**src/rtl/gda_pkg.sv**
```systemverilog
package gda_pkg;

    // operation codes carried in tuser
    localparam logic [1:0] KIND_ADD  = 2'd0;
    localparam logic [1:0] KIND_DIFF = 2'd1;
    localparam logic [1:0] KIND_DOY  = 2'd2;

    localparam logic [13:0] YEAR_LIMIT = 14'd9999;
    // floor(y / 100) == (y * RECIP100) >> 20 for every 14-bit y
    localparam logic [13:0] RECIP100   = 14'd10486;
    localparam logic [22:0] DAYS_YEAR  = 23'd365;

    localparam logic signed [23:0] DN_MAX = 24'sd4194303;
    localparam logic signed [23:0] DN_MIN = -24'sd4194304;

    typedef logic [3:0] uaddr_t;

    typedef enum logic [3:0] {
        OP_NOP,
        OP_LOAD1,
        OP_LOAD2,
        OP_MUL,
        OP_SPLIT,
        OP_TERM,
        OP_SUB_S,
        OP_ADD_S,
        OP_DOY,
        OP_STEP,
        OP_FINISH
    } op_t;

    typedef enum logic [2:0] {
        C_NEVER,
        C_ALWAYS,
        C_NO_START,
        C_KIND_BAD,
        C_KIND_ADD,
        C_KIND_DOY,
        C_ADD_BUSY,
        C_OUT_BUSY
    } cond_t;

    typedef struct packed {
        op_t    op;
        cond_t  cond;
        uaddr_t target;
    } uword_t;

    typedef struct packed {
        logic kind_add;
        logic kind_doy;
        logic kind_bad;
        logic add_busy;
        logic out_busy;
    } dp_status_t;

    localparam uaddr_t A_IDLE  = 4'd0;
    localparam uaddr_t A_LOAD1 = 4'd1;
    localparam uaddr_t A_DOY   = 4'd12;
    localparam uaddr_t A_STEP  = 4'd13;
    localparam uaddr_t A_FIN   = 4'd14;

    // control store: taken jump goes to target, otherwise fall through
    function automatic uword_t ucode(input uaddr_t addr);
        uword_t w;
        case (addr)
            4'd0:    w = '{OP_NOP,    C_NO_START, A_IDLE};
            4'd1:    w = '{OP_LOAD1,  C_KIND_BAD, A_FIN};
            4'd2:    w = '{OP_MUL,    C_NEVER,    A_IDLE};
            4'd3:    w = '{OP_SPLIT,  C_KIND_ADD, A_STEP};
            4'd4:    w = '{OP_NOP,    C_KIND_DOY, A_DOY};
            4'd5:    w = '{OP_TERM,   C_NEVER,    A_IDLE};
            4'd6:    w = '{OP_SUB_S,  C_NEVER,    A_IDLE};
            4'd7:    w = '{OP_LOAD2,  C_NEVER,    A_IDLE};
            4'd8:    w = '{OP_MUL,    C_NEVER,    A_IDLE};
            4'd9:    w = '{OP_SPLIT,  C_NEVER,    A_IDLE};
            4'd10:   w = '{OP_TERM,   C_NEVER,    A_IDLE};
            4'd11:   w = '{OP_ADD_S,  C_ALWAYS,   A_FIN};
            4'd12:   w = '{OP_DOY,    C_ALWAYS,   A_FIN};
            4'd13:   w = '{OP_STEP,   C_ADD_BUSY, A_STEP};
            4'd14:   w = '{OP_FINISH, C_OUT_BUSY, A_FIN};
            4'd15:   w = '{OP_NOP,    C_ALWAYS,   A_IDLE};
            default: w = '{OP_NOP,    C_ALWAYS,   A_IDLE};
        endcase
        return w;
    endfunction

    function automatic logic [4:0] month_len(input logic [3:0] m);
        logic [4:0] n;
        case (m)
            4'd2:                      n = 5'd28;
            4'd4, 4'd6, 4'd9, 4'd11:   n = 5'd30;
            default:                   n = 5'd31;
        endcase
        return n;
    endfunction

    // days in the months before m of a common year
    function automatic logic [8:0] cum_days(input logic [3:0] m);
        logic [8:0] n;
        case (m)
            4'd2:    n = 9'd31;
            4'd3:    n = 9'd59;
            4'd4:    n = 9'd90;
            4'd5:    n = 9'd120;
            4'd6:    n = 9'd151;
            4'd7:    n = 9'd181;
            4'd8:    n = 9'd212;
            4'd9:    n = 9'd243;
            4'd10:   n = 9'd273;
            4'd11:   n = 9'd304;
            4'd12:   n = 9'd334;
            default: n = 9'd0;
        endcase
        return n;
    endfunction

    function automatic logic [3:0] clamp_month(input logic [3:0] m);
        logic [3:0] c;
        if (m == 4'd0)
        begin
            c = 4'd1;
        end
        else if (m > 4'd12)
        begin
            c = 4'd12;
        end
        else
        begin
            c = m;
        end
        return c;
    endfunction

endpackage

```
**src/rtl/gda_seq.sv**
```systemverilog
module gda_seq (
    input  logic                clk,
    input  logic                rst_n,
    input  logic                start,
    input  gda_pkg::dp_status_t status,
    output gda_pkg::op_t        op,
    output logic                idle
);

    gda_pkg::uaddr_t pc_reg;
    gda_pkg::uaddr_t pc_next;
    gda_pkg::uword_t uw;
    logic            take;

    assign uw   = gda_pkg::ucode(pc_reg);
    assign op   = uw.op;
    assign idle = (pc_reg == gda_pkg::A_IDLE);

    always_comb
    begin
        case (uw.cond)
            gda_pkg::C_NEVER:    take = 1'b0;
            gda_pkg::C_ALWAYS:   take = 1'b1;
            gda_pkg::C_NO_START: take = !start;
            gda_pkg::C_KIND_BAD: take = status.kind_bad;
            gda_pkg::C_KIND_ADD: take = status.kind_add;
            gda_pkg::C_KIND_DOY: take = status.kind_doy;
            gda_pkg::C_ADD_BUSY: take = status.add_busy;
            gda_pkg::C_OUT_BUSY: take = status.out_busy;
            default:             take = 1'b1;
        endcase
        pc_next = take ? uw.target : pc_reg + 4'd1;
    end

    always_ff @(posedge clk or negedge rst_n)
    begin
        if (!rst_n)
        begin
            pc_reg <= gda_pkg::A_IDLE;
        end
        else
        begin
            pc_reg <= pc_next;
        end
    end

endmodule

```
**src/rtl/gda_dp.sv**
```systemverilog
module gda_dp (
    input  logic                clk,
    input  logic                rst_n,
    input  logic                start,
    input  gda_pkg::op_t        op,
    input  logic [1:0]          in_kind,
    input  logic [4:0]          in_first_day,
    input  logic [3:0]          in_first_month,
    input  logic [13:0]         in_first_year,
    input  logic [4:0]          in_second_day,
    input  logic [3:0]          in_second_month,
    input  logic [13:0]         in_second_year,
    input  logic [15:0]         in_day_count,
    input  logic                out_ready,
    output logic                out_valid,
    output logic [4:0]          result_day,
    output logic [3:0]          result_month,
    output logic [13:0]         result_year,
    output logic [22:0]         day_number,
    output logic                year_overflow,
    output gda_pkg::dp_status_t status
);

    // captured item
    logic [1:0]  kind_reg;
    logic [4:0]  d1_reg;
    logic [3:0]  m1_reg;
    logic [13:0] y1_reg;
    logic [4:0]  d2_reg;
    logic [3:0]  m2_reg;
    logic [13:0] y2_reg;
    logic [15:0] cnt_reg;

    // working registers
    logic [16:0]        d_reg,    d_next;
    logic [3:0]         m_reg,    m_next;
    logic [13:0]        y_reg,    y_next;
    logic               ovf_reg,  ovf_next;
    logic [27:0]        prod_reg, prod_next;
    logic [7:0]         q_reg,    q_next;
    logic [6:0]         r100_reg, r100_next;
    logic [1:0]         c400_reg, c400_next;
    logic [22:0]        term_reg, term_next;
    logic signed [23:0] acc_reg,  acc_next;

    // result word
    logic               out_valid_reg, out_valid_next;
    logic [4:0]         out_day_reg;
    logic [3:0]         out_month_reg;
    logic [13:0]        out_year_reg;
    logic [22:0]        out_dn_reg;
    logic               out_ovf_reg;

    logic               leap;
    logic [4:0]         len;
    logic [8:0]         ylen;
    logic               add_busy;
    logic               year_skip;
    logic [8:0]         ord;
    logic [22:0]        s_date;
    logic [14:0]        r_full;
    logic [7:0]         q_prev;
    logic [13:0]        y_m1;
    logic [11:0]        leaps_before;
    logic [22:0]        y_days;
    logic [13:0]        y_inc;
    logic [6:0]         r_inc;
    logic [1:0]         c_inc;
    logic               ovf_inc;
    logic               out_free;
    logic               out_we;
    logic               is_add;
    logic signed [23:0] acc_sat;

    // leap rule from the year residues: y mod 4, y mod 100 and (y div 100) mod 4
    assign leap = ((y_reg[1:0] == 2'd0) && (r100_reg != 7'd0))
                || ((r100_reg == 7'd0) && (c400_reg == 2'd0));
    assign len  = ((m_reg == 4'd2) && leap) ? 5'd29 : gda_pkg::month_len(m_reg);
    assign ylen = leap ? 9'd366 : 9'd365;

    assign add_busy  = !ovf_reg && (d_reg > {12'd0, len});
    assign year_skip = (m_reg == 4'd1) && (d_reg > {8'd0, ylen});

    assign ord = {4'd0, d_reg[4:0]} + gda_pkg::cum_days(m_reg)
               + (((m_reg > 4'd2) && leap) ? 9'd1 : 9'd0);
    assign s_date = term_reg + {14'd0, ord};

    assign r_full = {1'b0, y_reg} - ({7'd0, q_next} * 15'd100);

    // leap days in years 0 .. y-1, year 0 counted as leap
    assign q_prev = (r100_reg == 7'd0) ? q_reg - 8'd1 : q_reg;
    assign y_m1   = y_reg - 14'd1;
    assign leaps_before = (y_reg == 14'd0) ? 12'd0
                        : y_m1[13:2] - {4'd0, q_prev} + {6'd0, q_prev[7:2]} + 12'd1;
    assign y_days = {9'd0, y_reg} * gda_pkg::DAYS_YEAR;

    assign y_inc   = y_reg + 14'd1;
    assign r_inc   = (r100_reg == 7'd99) ? 7'd0 : r100_reg + 7'd1;
    assign c_inc   = (r100_reg == 7'd99) ? c400_reg + 2'd1 : c400_reg;
    assign ovf_inc = (y_reg >= gda_pkg::YEAR_LIMIT);

    assign out_free = !out_valid_reg || out_ready;
    assign out_we   = (op == gda_pkg::OP_FINISH) && out_free;
    assign is_add   = (kind_reg == gda_pkg::KIND_ADD);

    assign acc_sat = (acc_reg > gda_pkg::DN_MAX) ? gda_pkg::DN_MAX
                   : (acc_reg < gda_pkg::DN_MIN) ? gda_pkg::DN_MIN : acc_reg;

    assign status.kind_add = is_add;
    assign status.kind_doy = (kind_reg == gda_pkg::KIND_DOY);
    assign status.kind_bad = (kind_reg != gda_pkg::KIND_ADD)
                          && (kind_reg != gda_pkg::KIND_DIFF)
                          && (kind_reg != gda_pkg::KIND_DOY);
    assign status.add_busy = add_busy;
    assign status.out_busy = !out_free;

    always_comb
    begin
        d_next    = d_reg;
        m_next    = m_reg;
        y_next    = y_reg;
        ovf_next  = ovf_reg;
        prod_next = prod_reg;
        q_next    = prod_reg[27:20];
        r100_next = r100_reg;
        c400_next = c400_reg;
        term_next = term_reg;
        acc_next  = acc_reg;
        case (op)
            gda_pkg::OP_LOAD1:
            begin
                d_next   = {12'd0, d1_reg} + (is_add ? {1'b0, cnt_reg} : 17'd0);
                m_next   = gda_pkg::clamp_month(m1_reg);
                y_next   = y1_reg;
                ovf_next = (y1_reg > gda_pkg::YEAR_LIMIT);
                acc_next = '0;
            end
            gda_pkg::OP_LOAD2:
            begin
                d_next = {12'd0, d2_reg};
                m_next = gda_pkg::clamp_month(m2_reg);
                y_next = y2_reg;
            end
            gda_pkg::OP_MUL:
            begin
                prod_next = {14'd0, y_reg} * {14'd0, gda_pkg::RECIP100};
            end
            gda_pkg::OP_SPLIT:
            begin
                r100_next = r_full[6:0];
                c400_next = q_next[1:0];
            end
            gda_pkg::OP_TERM:
            begin
                q_next    = q_reg;
                term_next = y_days + {11'd0, leaps_before};
            end
            gda_pkg::OP_SUB_S:
            begin
                q_next   = q_reg;
                acc_next = acc_reg - $signed({1'b0, s_date});
            end
            gda_pkg::OP_ADD_S:
            begin
                q_next   = q_reg;
                acc_next = acc_reg + $signed({1'b0, s_date});
            end
            gda_pkg::OP_DOY:
            begin
                q_next   = q_reg;
                acc_next = $signed({15'd0, ord});
            end
            gda_pkg::OP_STEP:
            begin
                q_next = q_reg;
                if (add_busy)
                begin
                    if (year_skip)
                    begin
                        // whole year left: drop it in one step
                        d_next    = d_reg - {8'd0, ylen};
                        y_next    = y_inc;
                        r100_next = r_inc;
                        c400_next = c_inc;
                        ovf_next  = ovf_inc;
                    end
                    else
                    begin
                        d_next = d_reg - {12'd0, len};
                        if (m_reg == 4'd12)
                        begin
                            m_next    = 4'd1;
                            y_next    = y_inc;
                            r100_next = r_inc;
                            c400_next = c_inc;
                            ovf_next  = ovf_inc;
                        end
                        else
                        begin
                            m_next = m_reg + 4'd1;
                        end
                    end
                end
            end
            default:
            begin
                q_next = q_reg;
            end
        endcase
    end

    always_comb
    begin
        out_valid_next = out_valid_reg;
        if (out_we)
        begin
            out_valid_next = 1'b1;
        end
        else if (out_ready)
        begin
            out_valid_next = 1'b0;
        end
    end

    always_ff @(posedge clk or negedge rst_n)
    begin
        if (!rst_n)
        begin
            out_valid_reg <= 1'b0;
        end
        else
        begin
            out_valid_reg <= out_valid_next;
        end
    end

    always_ff @(posedge clk)
    begin
        if (start)
        begin
            kind_reg <= in_kind;
            d1_reg   <= in_first_day;
            m1_reg   <= in_first_month;
            y1_reg   <= in_first_year;
            d2_reg   <= in_second_day;
            m2_reg   <= in_second_month;
            y2_reg   <= in_second_year;
            cnt_reg  <= in_day_count;
        end
        d_reg    <= d_next;
        m_reg    <= m_next;
        y_reg    <= y_next;
        ovf_reg  <= ovf_next;
        prod_reg <= prod_next;
        q_reg    <= q_next;
        r100_reg <= r100_next;
        c400_reg <= c400_next;
        term_reg <= term_next;
        acc_reg  <= acc_next;
        if (out_we)
        begin
            // saturate the sum date on overflow, zero the unused fields
            if (is_add && ovf_reg)
            begin
                out_day_reg   <= 5'd31;
                out_month_reg <= 4'd12;
                out_year_reg  <= gda_pkg::YEAR_LIMIT;
            end
            else if (is_add)
            begin
                out_day_reg   <= d_reg[4:0];
                out_month_reg <= m_reg;
                out_year_reg  <= y_reg;
            end
            else
            begin
                out_day_reg   <= 5'd0;
                out_month_reg <= 4'd0;
                out_year_reg  <= 14'd0;
            end
            out_ovf_reg <= is_add && ovf_reg;
            out_dn_reg  <= acc_sat[22:0];
        end
    end

    assign out_valid     = out_valid_reg;
    assign result_day    = out_day_reg;
    assign result_month  = out_month_reg;
    assign result_year   = out_year_reg;
    assign day_number    = out_dn_reg;
    assign year_overflow = out_ovf_reg;

    a_step_month: assert property (@(posedge clk) disable iff (!rst_n)
        (op == gda_pkg::OP_STEP) |-> ((m_reg >= 4'd1) && (m_reg <= 4'd12)))
        else $error("month left 1..12 during day stepping");

    a_step_year: assert property (@(posedge clk) disable iff (!rst_n)
        (op == gda_pkg::OP_STEP && !ovf_reg) |-> (y_reg <= gda_pkg::YEAR_LIMIT))
        else $error("year passed limit without overflow flag");

    a_split_rem: assert property (@(posedge clk) disable iff (!rst_n)
        (op == gda_pkg::OP_SPLIT) |=> (r100_reg < 7'd100))
        else $error("year remainder by 100 out of range");

    a_fin_day: assert property (@(posedge clk) disable iff (!rst_n)
        (op == gda_pkg::OP_FINISH && is_add && !ovf_reg) |-> (d_reg <= 17'd31))
        else $error("sum date day not reduced to a month");

endmodule

```
**src/rtl/gregorian_date_arithmetic_top.sv**
```systemverilog
// Flow after an accepted word: LOAD1, MUL and SPLIT on the first date; day-of-year then runs
// DOY, difference runs TERM, SUB_S, LOAD2, MUL, SPLIT, TERM and ADD_S, and add-days runs the
// STEP microloop of month and whole-year steps (one step a cycle); all end in FINISH.
// Throughput: one item in flight; the next word is taken once the sequencer is back at idle
// after the result is registered; a held result word adds its wait.
// Reset: rst_n clears the microcode counter to idle and empties the result slot.
module gregorian_date_arithmetic_top (
    input  logic        clk,
    input  logic        rst_n,
    input  logic        s_tvalid,
    output logic        s_tready,
    // first_day, first_month, first_year, second_day, second_month,
    // second_year, day_count, 2 zero bits
    input  logic [63:0] s_tdata,
    // kind
    input  logic [1:0]  s_tuser,
    output logic        m_tvalid,
    input  logic        m_tready,
    // result_day, result_month, result_year, day_number, 2 zero bits
    output logic [47:0] m_tdata,
    // year_overflow
    output logic [0:0]  m_tuser
);

    gda_pkg::op_t        op;
    gda_pkg::dp_status_t status;
    logic                idle;
    logic                start;
    logic [4:0]          result_day;
    logic [3:0]          result_month;
    logic [13:0]         result_year;
    logic [22:0]         day_number;
    logic                year_overflow;

    assign s_tready = idle;
    assign start    = s_tvalid && idle;

    gda_seq u_seq (
        .clk    (clk),
        .rst_n  (rst_n),
        .start  (start),
        .status (status),
        .op     (op),
        .idle   (idle)
    );

    gda_dp u_dp (
        .clk             (clk),
        .rst_n           (rst_n),
        .start           (start),
        .op              (op),
        .in_kind         (s_tuser),
        .in_first_day    (s_tdata[4:0]),
        .in_first_month  (s_tdata[8:5]),
        .in_first_year   (s_tdata[22:9]),
        .in_second_day   (s_tdata[27:23]),
        .in_second_month (s_tdata[31:28]),
        .in_second_year  (s_tdata[45:32]),
        .in_day_count    (s_tdata[61:46]),
        .out_ready       (m_tready),
        .out_valid       (m_tvalid),
        .result_day      (result_day),
        .result_month    (result_month),
        .result_year     (result_year),
        .day_number      (day_number),
        .year_overflow   (year_overflow),
        .status          (status)
    );

    assign m_tdata = {2'b00, day_number, result_year, result_month, result_day};
    assign m_tuser = year_overflow;

endmodule

```
**config.mk**
```make
export PLATFORM = sky130hd
export DESIGN_NAME = gregorian_date_arithmetic_top
export DESIGN_NICKNAME = d
export VERILOG_FILES = /design/src/rtl/gda_pkg.sv /design/src/rtl/gda_seq.sv /design/src/rtl/gda_dp.sv /design/src/rtl/gregorian_date_arithmetic_top.sv
export SDC_FILE = /design/constraint.sdc
export NUM_CORES = 1
export LEC_CHECK = 0
export BUFFER_PORTS_ARGS = -buffer_cell sky130_fd_sc_hd__buf_4
export CORE_ASPECT_RATIO = 1.4
export CORE_MARGIN = 2
export CORE_UTILIZATION = 33
export DETAILED_ROUTE_END_ITERATION = 12
export SYNTH_ARGS = -nofsm -noshare
export SYNTH_HDL_FRONTEND = slang
export SYNTH_HIERARCHICAL = 1
export SYNTH_SLANG_ARGS = --single-unit
```
**constraint.sdc**
```tcl
create_clock -name clk -period 7.08 [get_ports clk]
set_input_delay 1.416 -clock clk [delete_from_list [all_inputs] [get_ports clk]]
set_output_delay 1.416 -clock clk [all_outputs]
set_load 0.02 [all_outputs]
```
# Word-level counts from Yosys, hierarchy flattened
# Memory sizes are Yosys's and may differ from the RTL's. A register that Yosys moved wholly into a read port is not among the register bits.
# Cells that the tools add are included.
dict set report op_classes {
  n_addsub 20
  mul 3
  n_lt_le_gt_ge 9
  eq_ne 31
  n_mux 47
  n_bitwise 1
  reduce_logical 41
}
# operator count
set ops {}
lappend ops {{case mux 24 bit (4 select lines)} 1}
lappend ops {{two-way mux 14 bit} 4}
lappend ops {{case mux 17 bit (3 select lines)} 1}
lappend ops {{case mux 14 bit (3 select lines)} 1}
lappend ops {{two-way mux 4 bit} 10}
lappend ops {{two-way mux 17 bit} 2}
lappend ops {{two-way mux 7 bit} 4}
lappend ops {{multiplier 14 x 13 -> 27 bit (second input constant)} 1}
lappend ops {{adder 24 bit} 1}
lappend ops {{equality test 4 x 3 -> 1 bit (second input constant)} 6}
lappend ops {{equality test 4 bit (second input constant)} 6}
lappend ops {{greater-than comparator 24 x 23 -> 1 bit (second input constant)} 1}
lappend ops {{< comparator 24 x 23 -> 1 bit (second input constant)} 1}
lappend ops {{subtractor 24 bit} 1}
lappend ops {{adder 23 x 12 -> 23 bit} 1}
lappend ops {{adder 23 x 9 -> 23 bit} 1}
lappend ops {{multiplier 14 x 9 -> 23 bit (second input constant)} 1}
lappend ops {{two-way mux 23 bit} 1}
lappend ops {{adder 5 x 17 -> 17 bit} 1}
lappend ops {{greater-than comparator 17 x 5 -> 1 bit} 1}
lappend ops {{greater-than comparator 17 x 9 -> 1 bit} 1}
lappend ops {{subtractor 17 x 5 -> 17 bit} 1}
lappend ops {{subtractor 17 x 9 -> 17 bit} 1}
lappend ops {{two-way mux 16 bit} 1}
lappend ops {{other kinds (54)} 102}
dict set report totals {
  ff_bits 243
  rom_bits 320
  input_bits 70
  out_inout_bits 51
  mem_count 2
}
# memory depth word_bits read_ports rd_ports_with_merged_regs wr line_no
set mem_list {}
lappend mem_list {{(name not given)} 16 11 1 0 0 gda_pkg.sv:66} ;# case (addr)
lappend mem_list {{(name not given)} 16 9 1 1 0 gda_pkg.sv:101} ;# case (m)

# Logic depth before layout (Yosys ltp)
# Gate-level depths: netlist of run 1.
dict set report depth {
  depth_word 10
  mapped_depth 34
}

# By module
# The synthesis of run 1 kept the hierarchy.
# mod n_inst cells_per_inst area_per_inst_um2
set by_module_without_submodules {}
lappend by_module_without_submodules {gda_dp 1 1898 20065.5}
lappend by_module_without_submodules {gda_seq 1 71 600.6}
lappend by_module_without_submodules {gregorian_date_arithmetic_top 1 4 25.0}

# Worst setup path before layout of run 1
# No wires, ideal clock.
dict set report synth_timing {
  path_kind {flip-flop to flip-flop}
  from {register u_dp.r100_reg[2]}
  to {register u_dp.term_reg[22], data pin}
  setup_ps 260
  arrival_ps 6614
  required_time_ps 6820
  setup_slack_ps 206
  path_stages_with_launch 30
  n_path_buf 1
  synth_period_minus_slack_ps 6874
  cell_sequence {edfxtp_1 > clkbuf_1 > nor3_1 > nand3_1 > or4_1 > or3_1 > xnor2_1 > inv_1 > fa_1 > inv_1 > ha_1 > nand2_1 > nand2_1 > a31oi_1 > o221ai_1 > o41ai_1 > o21ai_0 > xnor2_1 > nor2_1 > fa_1 > ha_1 > o21a_1 > o21a_1 > o21ai_0 > a31o_2 > a21oi_1 > and4_1 > a2111oi_0 > a21oi_1 > xnor2_1}
}
dict set report synth_between {
  elab_chain_len 7
}
# item line_no
set synth_rtl {}
lappend synth_rtl {{start, declared} gda_dp.sv:41} ;# logic [6:0] r100_reg, r100_next;
lappend synth_rtl {{start signal, assigned} gda_dp.sv:256} ;# r100_reg <= r100_next;
lappend synth_rtl {{logical NOT 7 bit *} gda_dp.sv:91} ;# assign q_prev = (r100_reg == 7'd0) ? q_reg - 8'd1 : q_reg;
lappend synth_rtl {{two-way mux 8 bit *} gda_dp.sv:91}
lappend synth_rtl {{subtractor 12 x 8 -> 12 bit} gda_dp.sv:94} ;# : y_m1[13:2] - {4'd0, q_prev} + {6'd0, q_prev[7:2]} + 12'd1;
lappend synth_rtl {{adder 12 x 6 -> 12 bit *} gda_dp.sv:94}
lappend synth_rtl {{adder 12 x 1 -> 12 bit *} gda_dp.sv:94}
lappend synth_rtl {{two-way mux 12 bit *} gda_dp.sv:93} ;# assign leaps_before = (y_reg == 14'd0) ? 12'd0
lappend synth_rtl {{adder 23 x 12 -> 23 bit *} gda_dp.sv:156} ;# term_next = y_days + {11'd0, leaps_before};
lappend synth_rtl {{end signal, assigned} gda_dp.sv:258} ;# term_reg <= term_next;
lappend synth_rtl {{end, declared} gda_dp.sv:43} ;# logic [22:0] term_reg, term_next;
# Every way passes the cells marked *; elsewhere a longest branch is shown, timed or not.
# A chain may end at the register's enable or synchronous reset.

# Final worst setup path of run 1
dict set report layout_timing {
  from {register u_dp.r100_reg[4]}
  to {register u_dp.acc_reg[23], data pin}
}
dict set report layout_between {
  elab_chain_len 9
}
# item line_no
set layout_rtl {}
lappend layout_rtl {{nonzero test 7 bit or logical NOT 7 bit (tied branches)} {gda_dp.sv:76, gda_dp.sv:77}}
lappend layout_rtl {{logical AND 1 bit (on tied branches)} {gda_dp.sv:76, gda_dp.sv:77}}
lappend layout_rtl {{logical OR 1 bit *} gda_dp.sv:77} ;# || ((r100_reg == 7'd0) && (c400_reg == 2'd0));
lappend layout_rtl {{logical AND 1 bit *} gda_dp.sv:85} ;# + (((m_reg > 4'd2) && leap) ? 9'd1 : 9'd0);
lappend layout_rtl {{two-way mux 1 bit *} gda_dp.sv:85}
lappend layout_rtl {{adder 9 bit *} gda_dp.sv:85}
lappend layout_rtl {{adder 23 x 9 -> 23 bit *} gda_dp.sv:86} ;# assign s_date = term_reg + {14'd0, ord};
lappend layout_rtl {{adder 24 bit or subtractor 24 bit (tied branches)} {gda_dp.sv:166, gda_dp.sv:161}}
lappend layout_rtl {{case mux 24 bit (4 select lines) *} gda_dp.sv:129} ;# case (op)
lappend layout_rtl {{end signal, assigned} gda_dp.sv:259} ;# acc_reg <= acc_next;
lappend layout_rtl {{end, declared} gda_dp.sv:44} ;# logic signed [23:0] acc_reg, acc_next;
# Marked as above.

==> load_flow_metrics.sql, run 1 <==
INSERT INTO impl_metrics (metric_group, metric, value, unit) VALUES
('run_status', 'run_status', 'finished, final reports clean', ''),
('floorplan', 'num_rows', '108', ''),
('drt', 'drt_first_pass_iters', '5', ''),
('placed_design', 'port_buffers', '116', ''),
('cts', 'cts-htree-levels', '1', ''),
('worst_setup_path', 'critPathRequiredTime', '7.50', 'ns'),
('worst_setup_path', 'timing.critical_path.arrival', '7.42', 'ns'),
('placed_design', 'dp_slack', '-0.306', 'ns'),
('worst_setup_path', 'critPathCaptureType', 'flop', ''),
('global_route', 'antenna_violations_before_repair', '0', ''),
('cts', 'clock_tree.buffer_depth', '3', ''),
('yosys', 'synthDominantAreaCellType', 'edfxtp_1', ''),
('final_layout', 'max_reg_flops', '24', ''),
('global_route', 'first_global_vias', '15500', ''),
('sta', 'final.setup.tns', '0', 'ns'),
('global_route', 'grt_overflow', '0', ''),
('yosys', 'yosysSeqAreaShare', '33.0', '%'),
('worst_setup_path', 'crit_path_launch_type', 'flop', ''),
('floorplan', 'initial_utilization', '33.4', '%'),
('worst_setup_path', 'worst_path_max_delay_cell', 'or4_1', ''),
('drt', 'vias_per_cell', '4.92', ''),
('sta', 'final_max_slew_viol_count', '0', ''),
('yosys', 'main_flop_type_after_synthesis', 'edfxtp_1', ''),
('placed_design', 'numPlacedInstances', '3004', ''),
('cts', 'clk_latency', '0.56', 'ns'),
('worst_setup_path', 'crit-reg2reg-launch', 'u_dp/r100_reg[4]', ''),
('yosys', 'synth_async_sr_flop_share', '2.15', '%'),
('yosys', 'synth_common_cells', '263 x ha_1, 252 x inv_1, 214 x edfxtp_1', ''),
('yosys', 'ys_types', '99', ''),
('cts', 'cts_root_buffer', 'clkbuf_16', ''),
('global_route', 'pin_count_of_the_biggest_net_entering_global_routing', '66', ''),
('yosys', 'syn_inst', '1973', ''),
('drt', 'drtAntennaViolNets', '0', ''),
('final_layout', 'final_net_count', '2682', ''),
('sta', 'period_minus_slack', '6.99', 'ns'),
('yosys', 'synth_top_cell_area_share', '31.1', '%'),
('job', 'maxCapViolations', '0', ''),
('floorplan', 'chipHeight', '300', 'um'),
('worst_setup_path', 'crit_path_launch', 'u_dp/r100_reg[4]', ''),
('drt', 'routedWlPerCell', '16.5', 'um'),
('final_layout', 'antennaDiodeCount', '0', ''),
('final_layout', 'flow.area_growth_from_synthesis', '19.3', '%'),
('worst_setup_path', 'timing.reg2reg.worst_path_depth', '31', ''),
('sta', 'rsz_0062_raised_after_global_routing', 'true', ''),
('worst_setup_path', 'worst-r2r-setup-slack', '0.09', 'ns'),
('worst_setup_path', 'crit-reg2reg-capture', 'u_dp/acc_reg[23]', ''),
('worst_setup_path', 'worstSetupEndpoint', 'u_dp/acc_reg[23]', ''),
('cts', 'tritoncts', 'yes', ''),
('placed_design', 'hpwlAfterDp', '41.0', 'mm'),
('global_route', 'gr-usage-all-layers', '15.3', '%'),
('cts', 'cts-buffers-inserted', '26', ''),
('drt', 'dr.first_iter.drc_count', '693', ''),
('placed_design', 'replace_congestion', '0.922', ''),
('worst_setup_path', 'cp_slowest_stage_delay', '0.53', 'ns'),
('floorplan', 'io-pin-count', '121', ''),
('floorplan', 'dieWidth', '216', 'um'),
('final_layout', 'fin_cells', '3066', ''),
('sta', 'post-route-period-util', '98.8', '%'),
('yosys', 'synth.top_cells.by_area', 'edfxtp_1 31%, ha_1 16%, fa_1 12%, inv_1 4.6%, xnor2_1 4.4%', ''),
('sta', 'relSlewSlack', '26.7', '%'),
('hold_path', 'hold_crit_class', 'flop to flop', ''),
('yosys', 'synth_seq_cells', '233', ''),
('drt', 'route.vias.total', '15100', ''),
('sta', 'worst_pin_slew', '1.09', 'ns'),
('yosys', 'synth_edf_count', '214', ''),
('sta', 'setup_violations', '0', ''),
('yosys', 'synthesis.area', '20700', 'um^2'),
('sta', 'timing.final.hold_violations', '0', ''),
('global_route', 'grt_pass1_wl', '80.0', 'mm'),
('worst_setup_path', 'setup.worst_path.class', 'flop to flop', ''),
('sta', 'finClkSkew', '0.0174', 'ns');
-- layer usage --
metal	track usage, %	share of wire [%]
met4	4.84	3.2
met5	0	0
met1	17.9	40
met3	1.67	3.3
met2	29.1	53
-- timing repair --
item	4_1_cts	5_1_grt
setup endpoints to repair	7	14
buffers inserted	0	16
resized for setup	7	64
pin swaps	1	36
-- kinds of logic (layout without fill, tap and decap cells) --
family	after synthesis	after routing	synth area share (%)
AO/OA/AOI/OAI	376	376	12.1
XOR/XNOR	165	165	7.02
adder cells (fa/ha/maj)	411	411	29.2
buffers and inverters	302	569	5.76
flip-flops	233	233	33.0
multiplexers	29	29	1.57
other	1	2	0.0181
AND/OR/NAND/NOR	456	456	11.3
-- layout by cell type (no fill, tap or decap), types with 13 or more instances in the layout --
cell type and count:
a21o_1 27, a21oi_1 76, a22oi_1 19, and2_1 25, and3_1 22, buf_4 268, clkbuf_16 27, dfxtp_1 14
edfxtp_1 214, fa_1 124, ha_1 256, inv_1 251, maj3_1 22, mux2i_1 17, nand2_1 105, nand2b_1 20
nand3_1 40, nand4_1 13, nor2_1 100, nor2b_1 21, nor3_1 25, o21a_1 24, o21ai_0 70, o21ai_1 19
o22ai_1 18, xnor2_1 102, xor2_1 56
-- through the flow --
step                      instance area, um^2  hold slack [ns]  utilization (%)
after floorplan                         20700            0.400                -
after global placement                  23400            0.409             37.8
after detailed placement                23400            0.408             37.8
after CTS                               24300            0.424             39.1
after global routing                    24700            0.434             39.8
final                                   24700            0.426             39.8
-- worst max-delay path: cells and delay by family (launching register included) --
kind | cells | cell delay, ns
xor+xnor | 2 | 0.33
mux | 1 | 0.18
fa+ha+maj | 4 | 1.29
flops | 1 | 0.42
simple gates | 12 | 2.25
buf+inv | 3 | 0.40
compound gates | 9 | 1.99
-- layout make-up --
class | instances | area (um^2)
sequential | 233 | 6830
multi-input combinational | 1439 | 13000
timing repair buffer | 268 | 2010
tap | 825 | 1030
inverter | 255 | 960
clock buffer | 34 | 712
clock inverter | 12 | 86.3
fill | 6019 | 37300
-- worst min path at each step --
stage	startpoint	end	slack [ns]	cells past startpoint
after global routing	u_dp/prod_reg[27]	u_dp/q_reg[7]	0.43	0
after CTS	u_dp/prod_reg[26]	u_dp/q_reg[6]	0.42	0
after floorplan	u_dp/prod_reg[25]	u_dp/q_reg[5]	0.40	0
after detailed placement	u_dp/prod_reg[26]	u_dp/q_reg[6]	0.41	0
after global placement	u_dp/prod_reg[25]	u_dp/q_reg[5]	0.41	0
final	u_dp/prod_reg[26]	u_dp/q_reg[6]	0.43	0
Power of run 1 is left out: the tool's default activity adds up to more than one toggle a clock period on the data nets, which glitch-free logic cannot reach.
==> run 2: changes to the inputs <==
==> constraint.sdc (replaced) <==
create_clock -name clk -period 7.08 [get_ports clk]
set_input_delay 0.354 -clock clk [delete_from_list [all_inputs] [get_ports clk]]
set_output_delay 0.354 -clock clk [all_outputs]
set_load 0.02 [all_outputs]
==> load_flow_metrics.sql, run 2 (same netlist as run 1, synthesis figures left out) <==
INSERT INTO impl_metrics (metric_group, metric, value, unit) VALUES
('global_route', 'grt_pass1_wl', '82.5', 'mm'),
('placed_design', 'dp_slack', '-0.229', 'ns'),
('global_route', 'grt_overflow', '0', ''),
('sta', 'finClkSkew', '0.0205', 'ns'),
('worst_setup_path', 'crit-reg2reg-launch', 'u_dp/r100_reg[3]', ''),
('worst_setup_path', 'timing.critical_path.arrival', '7.11', 'ns'),
('worst_setup_path', 'crit-reg2reg-capture', 'u_dp/acc_reg[20]', ''),
('floorplan', 'fp.dieArea', '64700', 'um^2'),
('cts', 'clock_sink_count', '233', ''),
('cts', 'worst_setup_hold_path_clk_slew', '0.07', 'ns'),
('cts', 'cts-htree-levels', '1', ''),
('placed_design', 'port_buffers', '116', ''),
('worst_setup_path', 'timing.reg2reg.worst_path_depth', '31', ''),
('final_layout', 'filler_cell_count', '5897', ''),
('final_layout', 'antennaDiodeCount', '0', ''),
('drt', 'routedWlPerCell', '16.6', 'um'),
('run_status', 'run_status', 'finished, final reports clean', ''),
('sta', 'achievable-frequency', '147', 'MHz'),
('sta', 'hold-worst-slack', '0.150', 'ns'),
('sta', 'period_minus_slack', '6.83', 'ns'),
('cts', 'clock_tree.buffer_depth', '3', ''),
('drt', 'drtAntennaViolNets', '0', ''),
('floorplan', 'io-pin-count', '121', ''),
('sta', 'timing.final.hold_violations', '0', ''),
('floorplan', 'initial_utilization', '33.4', '%'),
('floorplan', 'num_rows', '108', ''),
('worst_setup_path', 'worst-r2r-setup-slack', '0.25', 'ns'),
('worst_setup_path', 'worst_path_max_delay_cell', 'a2111o_1', ''),
('final_layout', 'final_net_count', '2734', ''),
('sta', 'worst_pin_slew', '1.10', 'ns'),
('placed_design', 'replace_congestion', '0.922', ''),
('worst_setup_path', 'critPathCaptureType', 'flop', ''),
('final_layout', 'final_layout_size_suffix_gt1_share', '17.6', '%'),
('global_route', 'gr-usage-all-layers', '15.8', '%'),
('final_layout', 'flow.area_growth_from_synthesis', '22.5', '%'),
('cts', 'cts-buffers-inserted', '26', ''),
('drt', 'drt_first_pass_iters', '6', ''),
('floorplan', 'chipHeight', '300', 'um'),
('job', 'maxCapViolations', '0', ''),
('sta', 'worst_slack', '0.254', 'ns'),
('final_layout', 'max_reg_flops', '24', ''),
('drt', 'drc', '0', ''),
('placed_design', 'hpwlAfterDp', '41.4', 'mm'),
('global_route', 'pin_count_of_the_biggest_net_entering_global_routing', '66', ''),
('global_route', 'antenna_violations_before_repair', '0', ''),
('worst_setup_path', 'crit_path_launch_type', 'flop', ''),
('sta', 'rsz_0062_raised_after_global_routing', 'true', ''),
('cts', 'tritoncts', 'yes', ''),
('sta', 'setup_violations', '0', ''),
('cts', 'clk_latency', '0.56', 'ns'),
('floorplan', 'dieWidth', '216', 'um'),
('floorplan', 'fp.coreArea', '62000', 'um^2'),
('worst_setup_path', 'cp_slowest_stage_delay', '0.47', 'ns'),
('drt', 'finalWirelength', '51.9', 'mm'),
('worst_setup_path', 'cp_max_fo', '5', ''),
('sta', 'post-route-period-util', '96.4', '%'),
('worst_setup_path', 'critPathRequiredTime', '7.36', 'ns'),
('worst_setup_path', 'crit_path_launch', 'u_dp/r100_reg[3]', ''),
('sta', 'relSlewSlack', '26.3', '%'),
('final_layout', 'layout_common_cells', '255 x buf_4, 255 x ha_1, 249 x inv_1', ''),
('drt', 'dr.first_iter.drc_count', '797', ''),
('sta', 'final_max_slew_viol_count', '0', ''),
('hold_path', 'hold_crit_class', 'input port to async pin', ''),
('worst_setup_path', 'setup.worst_path.class', 'flop to flop', ''),
('cts', 'cts_root_buffer', 'clkbuf_16', ''),
('drt', 'route.vias.total', '15400', ''),
('global_route', 'first_global_vias', '16000', ''),
('drt', 'vias_per_cell', '4.92', '');
-- run 2: changes by cell type in the layout (fill, tap and decap cells not counted), moves of 3 or more --
cell	previous run	this run
dlygate4sd3_1	0	65
buf_4	268	255
bufinv_16	0	3
clkbuf_1	6	3
clkbuf_8	1	4
clkinv_1	4	1
-- run 2: what timing repair did --
item / in CTS / in global routing
pin swaps: 0 / 22
buffers inserted: 0 / 10
hold buffers: 65 / 0
setup endpoints to repair: 7 / 15
hold endpoints to repair: 69 / 0
resized for setup: 6 / 64
-- run 2: layout make-up --
| cell class | count | area, um^2 | area share [%] |
|---|---|---|---|
| repair buffers | 320 | 2560 | 10.1 |
| well taps | 825 | 1030 | 4.07 |
| inverters | 255 | 960 | 3.79 |
| multi-input cells | 1439 | 13100 | 51.5 |
| clock buffers | 33 | 717 | 2.83 |
| clock inverters | 15 | 188 | 0.740 |
| flip-flops and latches | 233 | 6830 | 26.9 |
-- run 2: routing by layer --
layer | track usage [%] | part of all wire (%) | vias to the layer above
li1 | - | - | 7541
met1 | 18.3 | 40 | 7464
met2 | 30.3 | 53 | 268
met3 | 1.41 | 3.1 | 84
met4 | 5.07 | 3.3 | 0
met5 | 0 | 0 | -
-- run 2: how the worst max path moves through the flow --
| stage | depth (start not counted) | end |
|---|---|---|
| 6_report | 31 | u_dp/acc_reg[20] |
| 5_1_grt | 32 | u_dp/acc_reg[23] |
| 4_1_cts | 30 | u_dp/acc_reg[23] |
| 3_5_place_dp | 29 | u_dp/acc_reg[23] |
| 3_3_place_gp | 29 | u_dp/acc_reg[23] |
| 2_1_floorplan | 29 | u_dp/term_reg[22] |
-- run 2: worst max-delay path, delay by kind of cell, from the launching register on --
kind / cells / cell delay, ns
adder cells (fa/ha/maj): 4 / 1.29
multiplexers: 1 / 0.18
flip-flops: 1 / 0.40
AND/OR/NAND/NOR: 9 / 1.36
AO/OA/AOI/OAI: 12 / 2.60
buffers and inverters: 2 / 0.28
XOR/XNOR: 3 / 0.41
-- run 2: stage by stage --
stage	area, um^2	setup TNS (ns)	instances	util [%]
2_1_floorplan	20700	0	1974	-
3_3_place_gp	23400	-0.152	2998	37.7
3_5_place_dp	23400	-0.389	2998	37.7
4_1_cts	25000	-0.0117	3111	40.3
5_1_grt	25400	-0.410	3120	40.9
6_report	25400	0	3120	40.9
Power of run 2 is left out for the same reason.
